--- config.mk ---
export PLATFORM = sky130hd
export DESIGN_NAME = roman_numeral_validator_flat
export DESIGN_NICKNAME = d
export VERILOG_FILES = /design/src/rtl/rnv_pkg.sv /design/src/rtl/rnv_in_if.sv /design/src/rtl/rnv_out_if.sv /design/src/rtl/rnv_front.sv /design/src/rtl/rnv_queue.sv /design/src/rtl/rnv_back.sv /design/src/rtl/roman_numeral_validator.sv /design/src/flat_wrapper.sv
export SDC_FILE = /design/constraint.sdc
export NUM_CORES = 1
export LEC_CHECK = 0
export BUFFER_PORTS_ARGS = -buffer_cell sky130_fd_sc_hd__buf_4
export CORE_MARGIN = 1
export CORE_UTILIZATION = 55
export CTS_BUF_LIST = sky130_fd_sc_hd__clkbuf_8 sky130_fd_sc_hd__clkbuf_16
export CTS_CLUSTER_SIZE = 25
export DETAILED_ROUTE_END_ITERATION = 12
export PLACE_DENSITY = 0.85
export SETUP_SLACK_MARGIN = 0.4
export SYNTH_ARGS = -nofsm -noshare
export SYNTH_HDL_FRONTEND = slang
export SYNTH_SLANG_ARGS = --single-unit
export TNS_END_PERCENT = 100
--- constraint.sdc ---
create_clock -name clk -period 3.7 [get_ports clk]
set_input_delay 0.37 -clock clk [delete_from_list [all_inputs] [get_ports clk]]
set_output_delay 0.37 -clock clk [all_outputs]
set_load 0.005 [all_outputs]
--- src/rtl/rnv_pkg.sv ---
// Shared types, symbol codes and the character classifier for the Roman numeral validator.
// No dependencies; the files that use this package refer to it by scoped names.
`default_nettype none

package rnv_pkg;

  // Result value width (values wrap modulo 2^14)
  localparam int TOTAL_W = 14;
  typedef logic [TOTAL_W-1:0] total_t;

  // Classified symbol codes
  localparam int SYM_W = 3;
  typedef logic [SYM_W-1:0] sym_t;
  localparam sym_t SYM_I   = 3'd0;
  localparam sym_t SYM_V   = 3'd1;
  localparam sym_t SYM_X   = 3'd2;
  localparam sym_t SYM_L   = 3'd3;
  localparam sym_t SYM_C   = 3'd4;
  localparam sym_t SYM_D   = 3'd5;
  localparam sym_t SYM_M   = 3'd6;
  localparam sym_t SYM_BAD = 3'd7;

  // ASCII letters of the numeral alphabet
  localparam logic [7:0] ASCII_I = 8'h49;
  localparam logic [7:0] ASCII_V = 8'h56;
  localparam logic [7:0] ASCII_X = 8'h58;
  localparam logic [7:0] ASCII_L = 8'h4C;
  localparam logic [7:0] ASCII_C = 8'h43;
  localparam logic [7:0] ASCII_D = 8'h44;
  localparam logic [7:0] ASCII_M = 8'h4D;

  // Token passed from the front end through the queue to the back end
  typedef struct packed {
    sym_t sym;
    logic terminator;
  } token_t;

  // Depth of the queue between front and back
  localparam int QUEUE_DEPTH = 2;
  localparam int QPTR_W      = (QUEUE_DEPTH > 1) ? $clog2(QUEUE_DEPTH) : 1;
  localparam int QCNT_W      = $clog2(QUEUE_DEPTH + 1);

  // Map a byte onto a symbol code
  function automatic sym_t classify(input logic [7:0] ch);
    sym_t code;
    case (ch)
      ASCII_I: code = SYM_I;
      ASCII_V: code = SYM_V;
      ASCII_X: code = SYM_X;
      ASCII_L: code = SYM_L;
      ASCII_C: code = SYM_C;
      ASCII_D: code = SYM_D;
      ASCII_M: code = SYM_M;
      default: code = SYM_BAD;
    endcase
    return code;
  endfunction

endpackage

`default_nettype wire

--- src/rtl/rnv_in_if.sv ---
// Input channel: one character or a terminator per transfer.
// No dependencies.
`default_nettype none

interface rnv_in_if;
  logic       valid;
  logic       ready;
  logic [7:0] symbol;
  logic       terminator;

  modport source (output valid, output symbol, output terminator, input ready);
  modport sink   (input valid, input symbol, input terminator, output ready);
endinterface

`default_nettype wire

--- src/rtl/rnv_out_if.sv ---
// Result channel: validity flag and decoded value per transfer.
// Depends on rnv_pkg for the value width.
`default_nettype none

interface rnv_out_if;
  logic                 valid;
  logic                 ready;
  logic                 valid_res;
  rnv_pkg::total_t      number_value;

  modport source (output valid, output valid_res, output number_value, input ready);
  modport sink   (input valid, input valid_res, input number_value, output ready);
endinterface

`default_nettype wire

--- src/rtl/rnv_front.sv ---
// Front end: takes characters from the input channel, classifies them and registers a token.
// Depends on rnv_pkg and rnv_in_if.
`default_nettype none

module rnv_front (
  input  wire              clk,
  input  wire              rst,
  rnv_in_if.sink           symbols,
  output logic             tok_valid,
  output rnv_pkg::token_t  tok,
  input  wire              tok_ready
);

  logic take;

  // Register is free when empty or being drained this cycle
  assign symbols.ready = !tok_valid || tok_ready;
  assign take          = symbols.valid && symbols.ready;

  // Token valid flag
  always_ff @(posedge clk) begin
    if (rst) begin
      tok_valid <= 1'b0;
    end else if (take) begin
      tok_valid <= 1'b1;
    end else if (tok_ready) begin
      tok_valid <= 1'b0;
    end
  end

  // Token payload
  always_ff @(posedge clk) begin
    if (take) begin
      tok.sym        <= rnv_pkg::classify(symbols.symbol);
      tok.terminator <= symbols.terminator;
    end
  end

endmodule

`default_nettype wire

--- src/rtl/rnv_queue.sv ---
// Short token queue decoupling the front end from the back end.
// Depends on rnv_pkg.
`default_nettype none

module rnv_queue (
  input  wire              clk,
  input  wire              rst,
  input  wire              push_valid,
  output logic             push_ready,
  input  rnv_pkg::token_t  push_tok,
  output logic             pop_valid,
  input  wire              pop_ready,
  output rnv_pkg::token_t  pop_tok
);

  localparam logic [rnv_pkg::QPTR_W-1:0] LAST_PTR = rnv_pkg::QPTR_W'(rnv_pkg::QUEUE_DEPTH - 1);
  localparam logic [rnv_pkg::QCNT_W-1:0] FULL_CNT = rnv_pkg::QCNT_W'(rnv_pkg::QUEUE_DEPTH);

  rnv_pkg::token_t               entries [rnv_pkg::QUEUE_DEPTH];
  logic [rnv_pkg::QPTR_W-1:0]    wr_ptr;
  logic [rnv_pkg::QPTR_W-1:0]    rd_ptr;
  logic [rnv_pkg::QCNT_W-1:0]    count;
  logic                          push;
  logic                          pop;

  assign push_ready = (count != FULL_CNT);
  assign pop_valid  = (count != '0);
  assign pop_tok    = entries[rd_ptr];
  assign push       = push_valid && push_ready;
  assign pop        = pop_valid && pop_ready;

  // Storage
  always_ff @(posedge clk) begin
    if (push) begin
      entries[wr_ptr] <= push_tok;
    end
  end

  // Pointers and fill count
  always_ff @(posedge clk) begin
    if (rst) begin
      wr_ptr <= '0;
      rd_ptr <= '0;
      count  <= '0;
    end else begin
      if (push) begin
        wr_ptr <= (wr_ptr == LAST_PTR) ? '0 : wr_ptr + 1'b1;
      end
      if (pop) begin
        rd_ptr <= (rd_ptr == LAST_PTR) ? '0 : rd_ptr + 1'b1;
      end
      if (push && !pop) begin
        count <= count + 1'b1;
      end else if (pop && !push) begin
        count <= count - 1'b1;
      end
    end
  end

endmodule

`default_nettype wire

--- src/rtl/rnv_back.sv ---
// Back end: canonical grammar state machine, running total and result register.
// Depends on rnv_pkg and rnv_out_if.
`default_nettype none

module rnv_back #(
  parameter int MAX_THOUSANDS = 15
) (
  input  wire              clk,
  input  wire              rst,
  input  wire              tok_valid,
  output logic             tok_ready,
  input  rnv_pkg::token_t  tok,
  rnv_out_if.source        results
);

  localparam int TW = $clog2(MAX_THOUSANDS + 1);
  localparam logic [TW-1:0] MAX_T = TW'(MAX_THOUSANDS);

  // Groups: thousands run, then hundreds, tens, ones
  localparam logic [1:0] GRP_THOU = 2'd0;
  localparam logic [1:0] GRP_HUND = 2'd1;
  localparam logic [1:0] GRP_TENS = 2'd2;
  localparam logic [1:0] GRP_ONES = 2'd3;

  // Position inside a group
  localparam logic [2:0] SUB_NONE  = 3'd0;
  localparam logic [2:0] SUB_ONE   = 3'd1;
  localparam logic [2:0] SUB_TWO   = 3'd2;
  localparam logic [2:0] SUB_DONE  = 3'd3;
  localparam logic [2:0] SUB_FIVE  = 3'd4;
  localparam logic [2:0] SUB_FIVE1 = 3'd5;
  localparam logic [2:0] SUB_FIVE2 = 3'd6;

  typedef struct packed {
    logic            take;
    logic [2:0]      sub;
    rnv_pkg::total_t add;
  } step_t;

  // Unit value of a group
  function automatic rnv_pkg::total_t grp_unit(input logic [1:0] g);
    rnv_pkg::total_t u;
    case (g)
      GRP_THOU: u = rnv_pkg::total_t'(1000);
      GRP_HUND: u = rnv_pkg::total_t'(100);
      GRP_TENS: u = rnv_pkg::total_t'(10);
      GRP_ONES: u = rnv_pkg::total_t'(1);
      default:  u = '0;
    endcase
    return u;
  endfunction

  // One step of a hundreds, tens or ones group
  function automatic step_t grp_step(input logic [1:0] g, input logic [2:0] s,
                                     input rnv_pkg::sym_t c);
    step_t           r;
    rnv_pkg::sym_t   one_c;
    rnv_pkg::sym_t   five_c;
    rnv_pkg::sym_t   ten_c;
    rnv_pkg::total_t u;
    case (g)
      GRP_HUND: begin
        one_c = rnv_pkg::SYM_C; five_c = rnv_pkg::SYM_D; ten_c = rnv_pkg::SYM_M;
      end
      GRP_TENS: begin
        one_c = rnv_pkg::SYM_X; five_c = rnv_pkg::SYM_L; ten_c = rnv_pkg::SYM_C;
      end
      GRP_ONES: begin
        one_c = rnv_pkg::SYM_I; five_c = rnv_pkg::SYM_V; ten_c = rnv_pkg::SYM_X;
      end
      default: begin
        one_c = rnv_pkg::SYM_BAD; five_c = rnv_pkg::SYM_BAD; ten_c = rnv_pkg::SYM_BAD;
      end
    endcase
    u      = grp_unit(g);
    r.take = 1'b1;
    r.sub  = s;
    r.add  = u;
    if (s == SUB_NONE && c == one_c) begin
      r.sub = SUB_ONE;
    end else if (s == SUB_NONE && c == five_c) begin
      r.sub = SUB_FIVE;
      r.add = u * rnv_pkg::total_t'(5);
    end else if (s == SUB_ONE && c == one_c) begin
      r.sub = SUB_TWO;
    end else if (s == SUB_ONE && c == five_c) begin
      // subtractive four: undo the one and add four
      r.sub = SUB_DONE;
      r.add = u * rnv_pkg::total_t'(3);
    end else if (s == SUB_ONE && c == ten_c) begin
      // subtractive nine
      r.sub = SUB_DONE;
      r.add = u * rnv_pkg::total_t'(8);
    end else if (s == SUB_TWO && c == one_c) begin
      r.sub = SUB_DONE;
    end else if ((s == SUB_FIVE || s == SUB_FIVE1) && c == one_c) begin
      r.sub = s + 3'd1;
    end else if (s == SUB_FIVE2 && c == one_c) begin
      r.sub = SUB_DONE;
    end else begin
      r.take = 1'b0;
      r.add  = '0;
    end
    return r;
  endfunction

  // Grammar state
  logic [1:0]      grp;
  logic [2:0]      sub;
  logic [TW-1:0]   thou;
  rnv_pkg::total_t total;
  logic            err;

  // Result register
  logic            out_valid;
  logic            out_ok;
  rnv_pkg::total_t out_value;

  // Step selection
  logic            hit;
  logic [1:0]      grp_sel;
  logic [2:0]      sub_sel;
  rnv_pkg::total_t add_sel;
  step_t           st;
  logic [2:0]      sub_in;
  logic            take;

  assign results.valid        = out_valid;
  assign results.valid_res    = out_ok;
  assign results.number_value = out_value;

  // Characters always flow; a terminator waits for the result register
  assign tok_ready = !tok.terminator || !out_valid || results.ready;
  assign take      = tok_valid && tok_ready;

  // First group, from the current one on, that can take the symbol
  always_comb begin
    hit     = 1'b0;
    grp_sel = grp;
    sub_sel = sub;
    add_sel = '0;
    st      = '0;
    sub_in  = SUB_NONE;
    if (grp == GRP_THOU && tok.sym == rnv_pkg::SYM_M && thou < MAX_T) begin
      hit     = 1'b1;
      grp_sel = GRP_THOU;
      sub_sel = SUB_NONE;
      add_sel = grp_unit(GRP_THOU);
    end
    for (int g = 1; g < 4; g++) begin
      if (!hit && 2'(g) >= grp) begin
        sub_in = (2'(g) == grp) ? sub : SUB_NONE;
        st     = grp_step(2'(g), sub_in, tok.sym);
        if (st.take) begin
          hit     = 1'b1;
          grp_sel = 2'(g);
          sub_sel = st.sub;
          add_sel = st.add;
        end
      end
    end
  end

  // Grammar state and running total
  always_ff @(posedge clk) begin
    if (rst) begin
      grp   <= GRP_THOU;
      sub   <= SUB_NONE;
      thou  <= '0;
      total <= '0;
      err   <= 1'b0;
    end else if (take) begin
      if (tok.terminator) begin
        grp   <= GRP_THOU;
        sub   <= SUB_NONE;
        thou  <= '0;
        total <= '0;
        err   <= 1'b0;
      end else if (!err) begin
        if (!hit) begin
          err <= 1'b1;
        end else begin
          grp   <= grp_sel;
          sub   <= sub_sel;
          total <= total + add_sel;
          if (grp_sel == GRP_THOU) begin
            thou <= thou + 1'b1;
          end
        end
      end
    end
  end

  // Result valid flag
  always_ff @(posedge clk) begin
    if (rst) begin
      out_valid <= 1'b0;
    end else if (take && tok.terminator) begin
      out_valid <= 1'b1;
    end else if (results.ready) begin
      out_valid <= 1'b0;
    end
  end

  // Result payload
  always_ff @(posedge clk) begin
    if (take && tok.terminator) begin
      out_ok    <= !err;
      out_value <= err ? '0 : total;
    end
  end

endmodule

`default_nettype wire

--- src/rtl/roman_numeral_validator.sv ---
// Top level of the Roman numeral validator: front end, token queue and back end.
// Depends on rnv_pkg, rnv_in_if, rnv_out_if, rnv_front, rnv_queue and rnv_back.
//
//   channel   direction  payload                         transfer
//   symbols   in         symbol[7:0], terminator         valid & ready
//   results   out        valid_res, number_value[13:0]   valid & ready
//
// One character or terminator is taken every cycle when nothing stalls.
// A result leaves through the front register, the queue and the result register, in that order.
// The grammar step and the 14-bit add in the back end set the one-item-per-cycle figure.
// rst is synchronous; it empties the front register, the queue and the result register.
// A stalled result blocks only the next terminator at the head of the queue; characters
// ahead of it still flow, and after it the queue and front register take two more items.
`default_nettype none

module roman_numeral_validator #(
  parameter int MAX_THOUSANDS = 15
) (
  input  wire         clk,
  input  wire         rst,
  rnv_in_if.sink      symbols,
  rnv_out_if.source   results
);

  logic            fq_valid;
  logic            fq_ready;
  rnv_pkg::token_t fq_tok;
  logic            qb_valid;
  logic            qb_ready;
  rnv_pkg::token_t qb_tok;

  // Classify and register incoming characters
  rnv_front u_front (
    .clk       (clk),
    .rst       (rst),
    .symbols   (symbols),
    .tok_valid (fq_valid),
    .tok       (fq_tok),
    .tok_ready (fq_ready)
  );

  // Decoupling queue
  rnv_queue u_queue (
    .clk        (clk),
    .rst        (rst),
    .push_valid (fq_valid),
    .push_ready (fq_ready),
    .push_tok   (fq_tok),
    .pop_valid  (qb_valid),
    .pop_ready  (qb_ready),
    .pop_tok    (qb_tok)
  );

  // Grammar check, accumulation and result
  rnv_back #(
    .MAX_THOUSANDS (MAX_THOUSANDS)
  ) u_back (
    .clk       (clk),
    .rst       (rst),
    .tok_valid (qb_valid),
    .tok_ready (qb_ready),
    .tok       (qb_tok),
    .results   (results)
  );

endmodule

`default_nettype wire

--- src/flat_wrapper.sv ---
// flat-port wrapper written by rule: the top's interface ports become plain ports
module roman_numeral_validator_flat 
#(
  parameter int MAX_THOUSANDS = 15
)
  (clk, rst, symbols_valid, symbols_symbol, symbols_terminator, symbols_ready, results_valid, results_valid_res, results_number_value, results_ready);
  rnv_in_if symbols_i ();
  rnv_out_if results_i ();
  input  wire clk;
  input  wire rst;
  input wire logic [$bits(symbols_i.valid)-1:0] symbols_valid;
  input wire logic [$bits(symbols_i.symbol)-1:0] symbols_symbol;
  input wire logic [$bits(symbols_i.terminator)-1:0] symbols_terminator;
  output wire logic [$bits(symbols_i.ready)-1:0] symbols_ready;
  output wire logic [$bits(results_i.valid)-1:0] results_valid;
  output wire logic [$bits(results_i.valid_res)-1:0] results_valid_res;
  output wire logic [$bits(results_i.number_value)-1:0] results_number_value;
  input wire logic [$bits(results_i.ready)-1:0] results_ready;
  assign symbols_i.valid = symbols_valid;
  assign symbols_i.symbol = symbols_symbol;
  assign symbols_i.terminator = symbols_terminator;
  assign symbols_ready = symbols_i.ready;
  assign results_valid = results_i.valid;
  assign results_valid_res = results_i.valid_res;
  assign results_number_value = results_i.number_value;
  assign results_i.ready = results_ready;
  roman_numeral_validator #(.MAX_THOUSANDS(MAX_THOUSANDS)) u_core (.clk(clk), .rst(rst), .symbols(symbols_i), .results(results_i));
endmodule
## Word level (Yosys, flattened, before mapping)

Memory sizes are Yosys's and may differ from the RTL's. A register that Yosys moved wholly into a read port is not among the register bits.
Cells that the tools add are included.

| word-level totals | value |
|---|---|
| register bits | 49 |
| latch bits | 0 |
| memory bits (writable) | 8 |
| memory bits (read-only) | 0 |
| bits of input ports | 13 |
| output and inout bits | 17 |
| word-level logic and storage cells | 276 |
| memories kept | 1 |

Memories:

| name | words | bits a word | rd ports | clocked after memory_dff | write ports | RTL line | source |
|---|---|---|---|---|---|---|---|
| u_core.u_queue.entries | 2 | 4 | 1 | 1 | 1 | rnv_queue.sv:19 | `rnv_pkg::token_t entries [rnv_pkg::QUEUE_DEPTH];` |

| cells by class | value |
|---|---|
| add/subtract/negate cells | 9 |
| multipliers | 6 |
| divide/modulo/power cells | 0 |
| $lt $le $gt $ge | 4 |
| equality and inequality tests | 37 |
| shifts and indexed selects | 0 |
| muxes and demuxes | 142 |
| bitwise gates (word level) | 0 |
| reductions and logical operators | 63 |

Operators with widths:

| operator | count |
|---|---|
| two-way mux 14 bit | 27 |
| two-way mux 17 bit | 13 |
| two-way mux 3 bit | 37 |
| == test 8 x 7 -> 1 bit (second input constant) | 7 |
| two-way mux 1 bit | 47 |
| multiplier 14 x 2 -> 14 bit (second input constant) | 3 |
| multiplier 14 x 3 -> 14 bit (second input constant) | 3 |
| logical AND 1 bit | 35 |
| == test 3 bit (second input constant) | 10 |
| == test 3 bit | 9 |
| two-way mux 2 bit | 12 |
| case mux 3 bit (7 select lines) | 1 |
| two-way mux 4 bit | 4 |
| adder 14 bit | 1 |
| nonzero test 2 bit | 6 |
| two-way mux 10 bit | 1 |
| adder 3 x 1 -> 3 bit (second input constant) | 3 |
| == test 3 x 1 -> 1 bit (second input constant) | 3 |
| == test 3 x 2 -> 1 bit (second input constant) | 3 |
| logical NOT 1 bit | 9 |
| logical NOT 3 bit | 3 |
| logical OR 1 bit | 6 |
| adder 4 x 1 -> 4 bit (second input constant) | 1 |
| == test 2 bit (first input constant) | 2 |
| other kinds (11) | 15 |

## Longest topological paths before layout

| logic depth | value |
|---|---|
| depth after elaboration | 57 |
| depth in mapped cells | 23 |
| gate-level depth less buffers | 21 |

## Hierarchy

From an unflattened synthesis, not the netlist that was laid out.

| unflattened totals | value |
|---|---|
| cells, all modules | 429 |
| area total of the unflattened synthesis | 3,867.5 um^2 |

Modules (own cells, without submodules):

| module | times used | cells an instance | area an instance (um^2) | seq. area each (um^2) |
|---|---|---|---|---|
| rnv_back | 1 | 363 | 3,054.2 | 950.9 |
| rnv_queue | 1 | 36 | 515.5 | 340.3 |
| rnv_front | 1 | 30 | 297.8 | 140.1 |

## Least setup slack after synthesis

Ideal clock, no wire load.

| path | value |
|---|---|
| path type | flip-flop to flip-flop |
| start | reg u_core.u_back.grp[1] |
| end | reg u_core.u_back.total[11] |
| library setup time | 121 ps |
| arrival time | 3,898 ps |
| required time | 3,579 ps |
| path slack | -318 ps |
| cell stages (with the launch flop) | 24 |
| path buffers | 2 |
| clock period less this slack | 4,018 ps |
| path through | dfxtp_1 > buf_2 > nor2b_1 > nand2_1 > inv_1 > ha_1 > clkbuf_1 > nor3_1 > a21oi_2 > and2_4 > o211ai_2 > mux2i_1 > nor2_1 > a32o_1 > a21o_1 > ha_1 > nor3_1 > o2111ai_1 > a31o_2 > a21o_1 > a21oi_1 > nand3b_1 > xor2_1 > nor2_1 |

| on the way | value |
|---|---|
| cells in the longest elaborated chain, start to end | 26 |
| elaborated cells on any way between the ends | 138 |
| those cells by class | add/sub: 1; order compare: 3; eq/ne: 18; mux: 75; reduce/logical: 41 |

Ends and longest elaborated chain:

| item | RTL line | source |
|---|---|---|
| start, declared | rnv_back.sv:108 | `logic [1:0] grp;` |
| start signal, assigned | rnv_back.sv:183 | `grp <= grp_sel;` |
| == test 1 x 2 -> 1 bit | rnv_back.sv:152 | `sub_in = (2'(g) == grp) ? sub : SUB_NONE;` |
| two-way mux 3 bit | rnv_back.sv:152 |  |
| == test 3 bit, on equally long branches | rnv_back.sv:98, rnv_back.sv:96 |  |
| logical AND 1 bit / logical OR 1 bit (equally long branches) | rnv_back.sv:98, rnv_back.sv:96 |  |
| two-way mux 14 bit / logical AND 1 bit (equally long branches) | rnv_back.sv:98, rnv_back.sv:96 |  |
| two-way mux 14 bit | rnv_back.sv:96 | `end else if ((s == SUB_FIVE \|\| s == SUB_FIVE1) && c == one_c) begin` |
| two-way mux 14 bit | rnv_back.sv:94 | `end else if (s == SUB_TWO && c == one_c) begin` |
| two-way mux 17 bit | rnv_back.sv:90 | `end else if (s == SUB_ONE && c == ten_c) begin` |
| [... 10 more ...] | - |  |
| two-way mux 14 bit | rnv_back.sv:154 | `if (st.take) begin` |
| two-way mux 14 bit | rnv_back.sv:151 | `if (!hit && 2'(g) >= grp) begin` |
| two-way mux 14 bit | rnv_back.sv:154 |  |
| two-way mux 14 bit | rnv_back.sv:151 |  |
| adder 14 bit | rnv_back.sv:185 | `total <= total + add_sel;` |
| two-way mux 14 bit | rnv_back.sv:180 | `if (!hit) begin` |
| two-way mux 14 bit | rnv_back.sv:179 | `end else if (!err) begin` |
| two-way mux 14 bit | rnv_back.sv:173 | `if (tok.terminator) begin` |
| end signal, assigned | rnv_back.sv:185 |  |
| end, declared | rnv_back.sv:111 | `rnv_pkg::total_t total;` |

Several ways; a longest one is shown, not always the timed one. The select of a mux whose other input is x is not followed.
A chain may end at the register's enable or synchronous reset.

## Final worst setup path

Ends and elaborated chain as after synthesis.

==> results.tsv <==
stage	metric	value	unit
synthesis	#FFs+latches synth	58	
synthesis	Mapped Nets	478	
die	I/O pin count	30	
placement	port buffer count	29	
setup_path	worst-path cell chain	nor2b_4 -> nand2_4 -> ha_4 -> nor3_4 -> a21oi_2 -> and2_4 -> o211ai_4 -> buf_4 -> nor2_4 -> a22o_1 -> ha_1 -> a21oi_2 -> o2111ai_2 -> a31o_2 -> a21o_1 -> a21oi_2 -> nand3b_1 -> xor2_1 -> nor2_1	
clock_network	root buf cell	clkbuf_8	
setup_path	CP startpoint kind	flop	
cells_and_area	most frequent cells in the layout	buf_4 (80), nor2_1 (51), nand2_1 (42)	
synthesis	post-synthesis average cell area	8.716	um2
power	Comb pwr share	37.4	%
placement	dpl hpwl	7.326	mm
drt	Antenna Violating Nets Remaining	0	
outcome	status	complete, no violations	
sta	RSZ-0062 raised after global routing	true	
synthesis	post-synthesis cell count	442	
cells_and_area	Finished Cell Area	4903	um2
global_route	GRT overflow	0	
sta	setup violators final	0	
synthesis	Syn Std Cell Area	3852	um2
placement	Final Wtd Congestion	0.9525	
global_route	first-pass GRT wire length	16.15	mm
setup_path	CP max FO	5	
sta	Fin. Hold Viols	0	
synthesis	yosys warns	0	
synthesis	post-synthesis xor/xnor area fraction	3.638	%
sta	total negative slack	0	ns
power	Pwr Density	460.7	nW/um2
drt	Residual DRC	0	
sta	Worst-Margin Slew	0.6215	ns
power	net switching power	0.8106	mW
power	total power	2.259	mW
setup_path	CP endpoint kind	flop	
synthesis	top cells by area, synth	edfxtp_1 (21%), dfxtp_1 (16%), ha_1 (7.1%)	
clock_network	Worst-Skew Late Latency	0.34	ns
setup_path	Worst Path Buf+Inv	1	
die	Die Y	85.69	um
clock_network	H-Tree Depth	3	
drt	total wire length	10.08	mm
clock_network	TritonCTS Sinks	58	
synthesis	main combinational cell family by area after synthesis	simple AND/OR/NAND/NOR gates	
power	Reg power frac	37.9	%
synthesis	post-synthesis compound-gate area fraction	22.67	%
die	Starting Density	56.70	%
clock_network	hold buffers post-CTS	0	
die	Placeable Area	6794	um2
setup_path	CP max-delay cell	dfxtp_2	
placement	dpl cell area	4491	um2
drt	initial DRC count	243	
sta	fmax	271.9	MHz
setup_path	Critical Path Most Common Cell	a21oi_2	
setup_path	data arrival time of the worst path	3.91	ns
synthesis	Synth async-reset ratio	0	%
global_route	Total GRT Usage	28.65	%
synthesis	top_reg_cell synth	dfxtp_1	
job	Max Cap Viol	0	
die	FP Rows	30	
sta	Max Slew Vio Count	0	
clock_network	CTS clk-pin slew, worst paths	0.07	ns
clock_network	CTS tree	yes	
synthesis	Post-Synth Adder-Cell Area	7.665	%
sta	final cycle utilization of the critical path	99.41	%
setup_path	Req. time, crit path	3.93	ns
setup_path	kind of critical path	flop to flop	
synthesis	Netlist cell types	71	
synthesis	Synth Area in Simple Gates	23.12	%
setup_path	Worst path max stage delay	0.33	ns
drt	routed len/inst	16.42	um
power	maximum vdd ir drop	569.2	uV
synthesis	EDFF count, synth	27	
setup_path	family with the most delay on the worst path	compound AO/OA/AOI/OAI gates	
die	Die X-Extent	85.69	um
global_route	largest net degree at the start of global routing	26	
cells_and_area	ant diodes	0	
clock_network	clk buf depth	2	
sta	relative slew slack	58.51	%
drt	drt first pass iters	5	
sta	Worst Clk Skew	0.01430	ns
global_route	vias in the first global route	3308	
power	switching part of the total	35.88	%
cells_and_area	commonest non-fill, non-tap cell in the layout	buf_4	
synthesis	Synth top area share	21.05	%
power	Leakage	2.003	nW
power	power share of the clock group	24.7	%
cells_and_area	Layout area overhead	27.28	%
cells_and_area	fin cells	614	
synthesis	sequential area share after synthesis	37.15	%
placement	DP Cell Count	589	
synthesis	area leader, netlist	edfxtp_1	
worst_hold_path	Hold Path Class	input port to flop	
sta	hold slack	0.2075	ns
drt	Avg Vias per Cell	5.858	
synthesis	multiplexer share of the synthesized area	1.949	%
cells_and_area	layout net count	549	
sta	Final min period	3.678	ns
global_route	initial antenna violation count	0	
power	P_int	1.448	mW
cells_and_area	fraction of layout cells with a size suffix above 1	29.54	%
die	DIE AREA	7343	um2
clock_network	TritonCTS Buffers	9	
drt	via count	3597	
state kept, by name (all words and copies together) (netlist names), named ones only:
name / cells
u_core.u_back.results.valid_res: 1
u_core.u_queue.count: 2
u_core.u_front.tok_valid: 1
u_core.u_queue.rd_ptr: 1
u_core.u_back.results.number_value: 14
u_core.u_queue.wr_ptr: 1
u_core.u_back.err: 1
u_core.u_back.results.valid: 1
u_core.u_queue.entries: 8
u_core.u_back.sub: 3
u_core.u_front.tok: 4
u_core.u_back.total: 14
u_core.u_back.thou: 4
u_core.u_back.grp: 2
cells in the mapped netlist (all sizes together), types with 3 or more instances:
library cell / n
mux2i: 4
inv: 13
o21ai: 21
xnor2: 7
buf: 8
ha: 22
nand2b: 10
o32ai: 3
edfxtp: 27
and3: 3
nand2: 45
a21oi: 35
nor2: 54
a21o: 7
xor2: 9
nand3b: 5
a211oi: 4
and2: 4
a22o: 5
a21boi: 4
dfxtp: 31
a22oi: 12
a32o: 3
or3: 4
nand3: 13
o2111ai: 3
o21a: 4
clkbuf: 12
nor2b: 21
o211ai: 4
nor3: 9
what timing repair did:
item | 4_1_cts | 5_1_grt
gates resized for setup | 17 | 14
setup buffers | 4 | 5
hold endpoints to repair | 0 | 0
pin swaps | 7 | 13
endpoints found under the setup margin | 9 | 12
routing by layer:
metal | routed length [um] | vias up | global-route usage [%]
li1 | - | 1745 | -
met1 | 4334 | 1697 | 35.37
met2 | 4969 | 127 | 49.82
met3 | 453 | 28 | 4.042
met4 | 325 | 0 | 12.88
met5 | 0 | - | 0
power by group through the flow:
stage,Sequential (mW),Clock (mW),Combinational (mW)
finish,0.856,0.558,0.845
global placement,0.861,0,0.750
global route,0.869,0.592,0.918
floorplan,0.834,0,0.533
CTS,0.855,0.563,0.804
detailed placement,0.867,0,0.772
final cells by class:
type | instances | area, um2
inverter | 13 | 48.80
tap | 96 | 120.1
fill | 477 | 1891
timing repair buffer | 80 | 600.6
clock inverter | 7 | 61.31
multi-input combinational | 351 | 2512
sequential | 58 | 1436
clock buffer | 9 | 123.9
final timing paths:
check	start	end	slack (ns)	cells past startpoint
min	symbols_terminator	u_core.u_front.tok[0]	0.21	1
max reg2reg	u_core.u_back.grp[1]	u_core.u_back.total[11]	0.02	19
min reg2reg	u_core.u_front.tok[2]	u_core.u_queue.entries[0][2]	0.45	0
max	u_core.u_back.grp[1]	u_core.u_back.total[11]	0.02	19
cell families after synthesis:
group / count (synthesis)
adders and majority gates: 23
AOI/OAI and AO/OA: 125
DFF: 58
muxes: 6
buffers and inverters: 33
xor gates and xnor gates: 16
and+or+nand+nor: 181
metrics by stage:
stage / setup WS [ns] / util (%)
floorplan: 0.05419 / -
global placement: 0.003492 / 66.10
detailed placement: -0.03452 / 66.10
CTS: 0.08566 / 70.37
global route: -0.1773 / 72.17
finish: 0.02184 / 72.17
Note: power is estimated with default switching activity, not from simulation.
